**src/sv/fad_pkg.sv**
```systemverilog
`default_nettype none
// ----------------------------------------------------------------------------
// fad_pkg
// Shared types and constants for the Fenwick absolute distance sum block.
// ----------------------------------------------------------------------------
package fad_pkg;

  localparam int SIZE   = 1024;
  localparam int ADDR_W = $clog2(SIZE);
  localparam int POS_W  = ADDR_W + 2;
  localparam int KEY_W  = 11;
  localparam int OP_W   = 2;
  localparam int CNT_W  = 32;
  localparam int SUM_W  = 48;
  localparam int OUT_W  = 41;

  localparam logic [POS_W-1:0] SIZE_POS = POS_W'(SIZE);

  typedef logic [OP_W-1:0] op_t;
  localparam op_t OP_INSERT = 2'd0;
  localparam op_t OP_REMOVE = 2'd1;
  localparam op_t OP_QUERY  = 2'd2;

  // Prefix walks of a query, in order
  typedef logic [1:0] phase_t;
  localparam phase_t PH_BELOW = 2'd0;  // keys 1..k-1
  localparam phase_t PH_AT    = 2'd1;  // keys 1..k
  localparam phase_t PH_TOTAL = 2'd2;  // whole range

  typedef struct packed {
    logic [CNT_W-1:0] cnt;
    logic [SUM_W-1:0] sum;
  } ent_t;

  typedef enum logic [3:0] {
    ST_CLEAR,
    ST_IDLE,
    ST_UPD_RD,
    ST_UPD_WR,
    ST_QRY_RD,
    ST_QRY_ACC,
    ST_QRY_FOLD,
    ST_QRY_MUL,
    ST_QRY_OUT
  } state_t;

  typedef struct packed {
    logic   clr;    // write zero at clear address, advance
    logic   load;   // capture transaction
    logic   rd;     // read tree entry at current position
    logic   upd;    // write back updated entry, move up
    logic   acc;    // add entry into prefix, move down
    logic   fold;   // fold finished prefix into totals
    phase_t phase;
    logic   mul;    // scale count total by key
    logic   emit;   // register result and strobe
  } cmd_t;

  typedef struct packed {
    logic pos_zero;
    logic in_range;
    logic clr_done;
  } sts_t;

endpackage
`default_nettype wire

```
**src/sv/fad_ctrl.sv**
```systemverilog
`default_nettype none
// ----------------------------------------------------------------------------
// fad_ctrl
// Sequencer for clearing, tree updates and three-walk prefix queries.
// ----------------------------------------------------------------------------
module fad_ctrl
  import fad_pkg::*;
(
  input  wire logic clk,
  input  wire logic rst_n,
  input  wire logic start,
  input  wire op_t  in_operation,
  input  wire sts_t sts,
  output cmd_t      cmd,
  output logic      busy
);

  state_t state_r, state_nxt;
  phase_t phase_r, phase_nxt;

  always_ff @(posedge clk) begin
    if (!rst_n) begin
      state_r <= ST_CLEAR;
      phase_r <= PH_BELOW;
    end else begin
      state_r <= state_nxt;
      phase_r <= phase_nxt;
    end
  end

  // next state
  always_comb begin
    state_nxt = state_r;
    phase_nxt = phase_r;
    unique case (state_r)
      ST_CLEAR: if (sts.clr_done) state_nxt = ST_IDLE;
      ST_IDLE: begin
        if (start) begin
          phase_nxt = PH_BELOW;
          unique case (in_operation) inside
            OP_INSERT, OP_REMOVE: state_nxt = ST_UPD_RD;
            OP_QUERY:             state_nxt = ST_QRY_RD;
            default:              state_nxt = ST_IDLE;
          endcase
        end
      end
      ST_UPD_RD:   state_nxt = sts.in_range ? ST_UPD_WR : ST_IDLE;
      ST_UPD_WR:   state_nxt = ST_UPD_RD;
      ST_QRY_RD:   state_nxt = sts.pos_zero ? ST_QRY_FOLD : ST_QRY_ACC;
      ST_QRY_ACC:  state_nxt = ST_QRY_RD;
      ST_QRY_FOLD: begin
        if (phase_r == PH_TOTAL) begin
          state_nxt = ST_QRY_MUL;
        end else begin
          state_nxt = ST_QRY_RD;
          phase_nxt = phase_r + 2'd1;
        end
      end
      ST_QRY_MUL:  state_nxt = ST_QRY_OUT;
      ST_QRY_OUT:  state_nxt = ST_IDLE;
      default:     state_nxt = ST_CLEAR;
    endcase
  end

  // outputs
  always_comb begin
    cmd       = '0;
    cmd.phase = phase_r;
    unique case (state_r)
      ST_CLEAR:    cmd.clr  = 1'b1;
      ST_IDLE:     cmd.load = start;
      ST_UPD_RD:   cmd.rd   = sts.in_range;
      ST_UPD_WR:   cmd.upd  = 1'b1;
      ST_QRY_RD:   cmd.rd   = !sts.pos_zero;
      ST_QRY_ACC:  cmd.acc  = 1'b1;
      ST_QRY_FOLD: cmd.fold = 1'b1;
      ST_QRY_MUL:  cmd.mul  = 1'b1;
      ST_QRY_OUT:  cmd.emit = 1'b1;
      default:     cmd      = '0;
    endcase
  end

  assign busy = (state_r != ST_IDLE);

endmodule
`default_nettype wire

```
**config.mk**
```make
export PLATFORM = sky130hd
export DESIGN_NAME = fad_ctrl
export DESIGN_NICKNAME = d
export VERILOG_FILES = /design/src/sv/fad_pkg.sv /design/src/sv/fad_ctrl.sv
export SDC_FILE = /design/constraint.sdc
export NUM_CORES = 1
export LEC_CHECK = 0
export BUFFER_PORTS_ARGS = -buffer_cell sky130_fd_sc_hd__buf_2
export CAP_MARGIN = 20
export CORE_AREA = 10 10 47 49
export DETAILED_ROUTE_END_ITERATION = 16
export DIE_AREA = 0 0 57 59
export HOLD_SLACK_MARGIN = 0.08
export PLACE_DENSITY = 0.67
export SYNTH_ARGS = -nofsm -noshare
export SYNTH_HDL_FRONTEND = slang
export SYNTH_SLANG_ARGS = --single-unit
```
**constraint.sdc**
```tcl
create_clock -name clk -period 2.85 [get_ports clk]
set_input_delay 0 -clock clk [delete_from_list [all_inputs] [get_ports clk]]
set_output_delay 0 -clock clk [all_outputs]
set_load 0.03 [all_outputs]
```
==> reports/results.env <==
HOLD_CRIT_CLASS='in -> reg'
MOSTFREQUENTLAYOUTCELL='sky130_fd_sc_hd__buf_2'
MULTI_INPUT_AREA_UM2=331.6
CTS_BUFFER_DEPTH=2
FINAL_CELL_MIX='sky130_fd_sc_hd__buf_2 (18), sky130_fd_sc_hd__nor2_1 (8), sky130_fd_sc_hd__a21oi_1 (6), sky130_fd_sc_hd__dfxtp_1 (6), sky130_fd_sc_hd__inv_1 (5)'
MAX_CLOCK_FREQ_GHz=0.5886
ROUTED_WL_MM=1.319
CTS_INSERTED_BUFFERS=3
USE_MET1_PCT=9.456
POSTLAYOUTSETUPSLACKWORST_PS=1151
POST_SYNTH.CELL_AREA_AVG_UM2=7.800
FINAL_LAYOUT_SIZE_SUFFIX_GT1_SHARE_PCT=28.05
DIE_HEIGHT_UM=59
TOP_CELLS_BY_AREA_SYNTH='sky130_fd_sc_hd__dfxtp_1 (24%), sky130_fd_sc_hd__nand4bb_1 (6.8%), sky130_fd_sc_hd__a21oi_1 (6.0%), sky130_fd_sc_hd__nor2_1 (6.0%), sky130_fd_sc_hd__o31ai_4 (4.3%)'
TOTAL_I_O_PIN_COUNT=19
SYNTH_TOP_CELL_BY_AREA='sky130_fd_sc_hd__dfxtp_1'
WORST_REL_SLEW_SLACK_PCT=57.96
FINAL_NETS=93
SETUP_VIOL=0
TRITONCTS='done'
NUMBER_OF_HOLD_VIOLATIONS_IN_THE_FINAL_REPORT=0
GATE_COUNT_OF_THE_MAPPED_NETLIST=64
CLOCK_LATENCY_PS=240
WORSTPATHCELLLIST='nor2b_1, nand2_1, nor2_1, buf_2'
WORSTMARGINPINSLEW_PS=629.7
DIE_W_UM=57
CRIT_PATH_END_KIND='primary output'
SYNTHDISTINCTLIBCELLS=29
GRT_ANTENNA_BEFORE_REPAIR=0
REMAINING_DESIGN_RULE_VIOLATION_COUNT=0
PLACEMENT.CELL_AREA_UM2=580.6
CLK_ROOT_BUFFER_CELL='sky130_fd_sc_hd__clkbuf_4'
CLK_TRANSITION_REPORTED_PATHS_PS=50
DETAILEDROUTE.FIRSTITERATIONVIOLATIONS=17
GRT_PASS1_VIAS=570
CAP_VIOLATIONS=0
DESIGN.DIE.AREA_MM2=0.003363
REGAREA_UM2=120.1
POWERDENSITY_mW_PER_MM2=488.4
CP.REQUIRED_PS=2850
DETAILROUTE.VIA_COUNT=519
START_UTIL_PCT=35.63
N_ANTENNA_CELL=0
SETUP_REPAIR_AFTER_GLOBAL_ROUTING_MISSED_ITS_MARGIN='false'
TIMING.CRITICAL_PATH.FROM_TYPE='register'
DESIGN_POWER_TOTAL_mW=0.3043
CLOCK-SINKS=6
FINAL.PERIOD_UTILIZATION_PCT=59.61
IO_BUFFERS=18
CTS.HOLD.BUFFERS_ADDED=2
OUTCOME='finished, final reports clean'
PLACEMENT.SETUP.WORST_SLACK_PS=1243
WORST-ENDPOINT-ARRIVAL_PS=1700
UTILIZATION_PCT=44.46
SLOWEST_STAGE='sky130_fd_sc_hd__dfxtp_1'
WORST_CLOCK_SKEW_PS=0.09190
STANDARD_CELL_ROWS=14
PLACE.GP.CONGESTION=0.7622
YS.WARNINGS.COUNT=0
DRT_PASS1_ITERATIONS=4
GRT_OVERFLOW=0
ACCUMULATED_NEGATIVE_SETUP_SLACK_PS=0
DRTANTENNAVIOLNETS=0
CTS_RESIZED=0
CRITPATHMAXFANOUT=18
CRITPATHKIND='reg -> out'
CTS_SETUP_BUFFERS=0
GRT_PASS1_WL_MM=2.373
TIMING_MAX_TRANSITION_VIOLATIONS_FINAL=0
HPWL_MM=1.014
SYNTH.NET_COUNT=73
SYNTHTOLAYOUTAREAGROWTH_PCT=24.81
HTREE_LEVELS=1
GLOBAL_ROUTE.USAGE.MET2_PCT=14.26
SYNTHESIS.AREA_UM2=499.2
IRDROPWORSTVDD_mV=0.2961
POST-ROUTE-MIN-PERIOD_PS=1699
DRT-VIAS-PER-INSTANCE=5.296
TIMING.CRITICAL_PATH.SLOWEST_CELL_DELAY_PS=720
SYNTH_SEQ_AREA_SHARE_PCT=24.06
GRT_BUSIEST_LAYER='met2'
GR-USAGE-ALL-LAYERS_PCT=8.456
ROUTEDWLPERCELL_UM=13.46
MAXIMUM_NUMBER_OF_PINS_ON_ONE_NET_BEFORE_GLOBAL_ROUTE_REPAIR=19
MET3_DEMAND_TO_CAPACITY_SHARE_IN_GLOBAL_ROUTING_PCT=1.931
FINAL_DESIGN_AREA_NO_FILL_UM2=623.1
FILLERS=159
DESIGN.CORE.AREA_MM2=0.001401
YOSYS_REGISTER_BITS=6
POWER_LEAKAGE_nW=0.2641
SYNTH_TOP_AREA_SHARE_PCT=24.06
==> layout make-up <==
cell class / instances / area share, %
clock buffers: 3 / 3.614
inverters: 5 / 3.012
multi-input cells: 48 / 53.21
flip-flops and latches: 6 / 19.28
well taps: 16 / 3.213
repair buffers: 20 / 17.67
==> sequential cells by signal, summed over array words and instances (netlist names) <==
name     count
phase_r      2
state_r      4
==> kinds of logic (layout without fill, tap and decap cells) <==
family,Yosys count,count (layout),synth area share [%]
simple gates,31,31,36.84
compound gates,14,14,23.06
buf+inv,10,28,9.523
flops,6,6,24.06
mux,2,2,4.010
fa+ha+maj,1,1,2.506
==> synthesized netlist by cell type <==
cell type / n
sky130_fd_sc_hd__nor2b_1: 2
sky130_fd_sc_hd__ha_1: 1
sky130_fd_sc_hd__nor4bb_1: 1
sky130_fd_sc_hd__nor3b_1: 1
sky130_fd_sc_hd__dfxtp_1: 6
sky130_fd_sc_hd__buf_2: 2
sky130_fd_sc_hd__buf_4: 2
sky130_fd_sc_hd__mux2i_1: 2
sky130_fd_sc_hd__and2b_1: 1
sky130_fd_sc_hd__o311ai_1: 1
sky130_fd_sc_hd__nand2_1: 3
sky130_fd_sc_hd__o32ai_1: 1
sky130_fd_sc_hd__a221oi_1: 1
sky130_fd_sc_hd__nor3_1: 4
sky130_fd_sc_hd__o22ai_1: 1
sky130_fd_sc_hd__o32a_1: 1
sky130_fd_sc_hd__nand2b_1: 3
sky130_fd_sc_hd__nand3_1: 1
sky130_fd_sc_hd__a2111oi_2: 1
sky130_fd_sc_hd__nor2_1: 8
sky130_fd_sc_hd__buf_1: 1
sky130_fd_sc_hd__nor4_1: 1
sky130_fd_sc_hd__nand4bb_1: 3
sky130_fd_sc_hd__inv_1: 5
sky130_fd_sc_hd__nor4b_1: 1
sky130_fd_sc_hd__a31oi_1: 1
sky130_fd_sc_hd__and2_1: 2
sky130_fd_sc_hd__o31ai_4: 1
sky130_fd_sc_hd__a21oi_1: 6
==> per-layer routing <==
metal	up-vias	routed length, µm
met1	241	550
met3	2	47
met4	0	19
li1	269	-
met2	7	701
met5	-	0
==> stage by stage <==
stage | hold slack (ps) | cells
CTS | 196.6 | 98
floorplan | 121.6 | 64
detailed placement | 258.6 | 93
global route | 218.9 | 98
global placement | 244.9 | 93
finish | 201.6 | 98
==> critical path, delay by kind of cell, from the launching register on <==
kind / cells / cell delay [ps]
AND/OR/NAND/NOR: 3 / 530
buffers and inverters: 1 / 210
flip-flops: 1 / 720
==> final timing paths <==
| check | cells past startpoint | slack [ps] | end | startpoint |
|---|---|---|---|---|
| worst min register to register | 2 | 550 | phase_r[0] | phase_r[0] |
| worst max-delay path | 4 | 1150 | cmd[8] | state_r[0] |
| worst min-delay path | 3 | 200 | state_r[2] | in_operation[1] |
| worst max register to register | 3 | 1210 | state_r[0] | state_r[0] |
==> power by group <==
group / internal [mW] / switching, mW / total, mW / leakage, nW
logic: 0.0432 / 0.0619 / 0.105 / 0.202
registers: 0.0902 / 0.0293 / 0.119 / 0.0487
clock network: 0.0477 / 0.0320 / 0.0797 / 0.0138
total: 0.181 / 0.123 / 0.304 / 0.264
(Power assumes the default switching activity.)
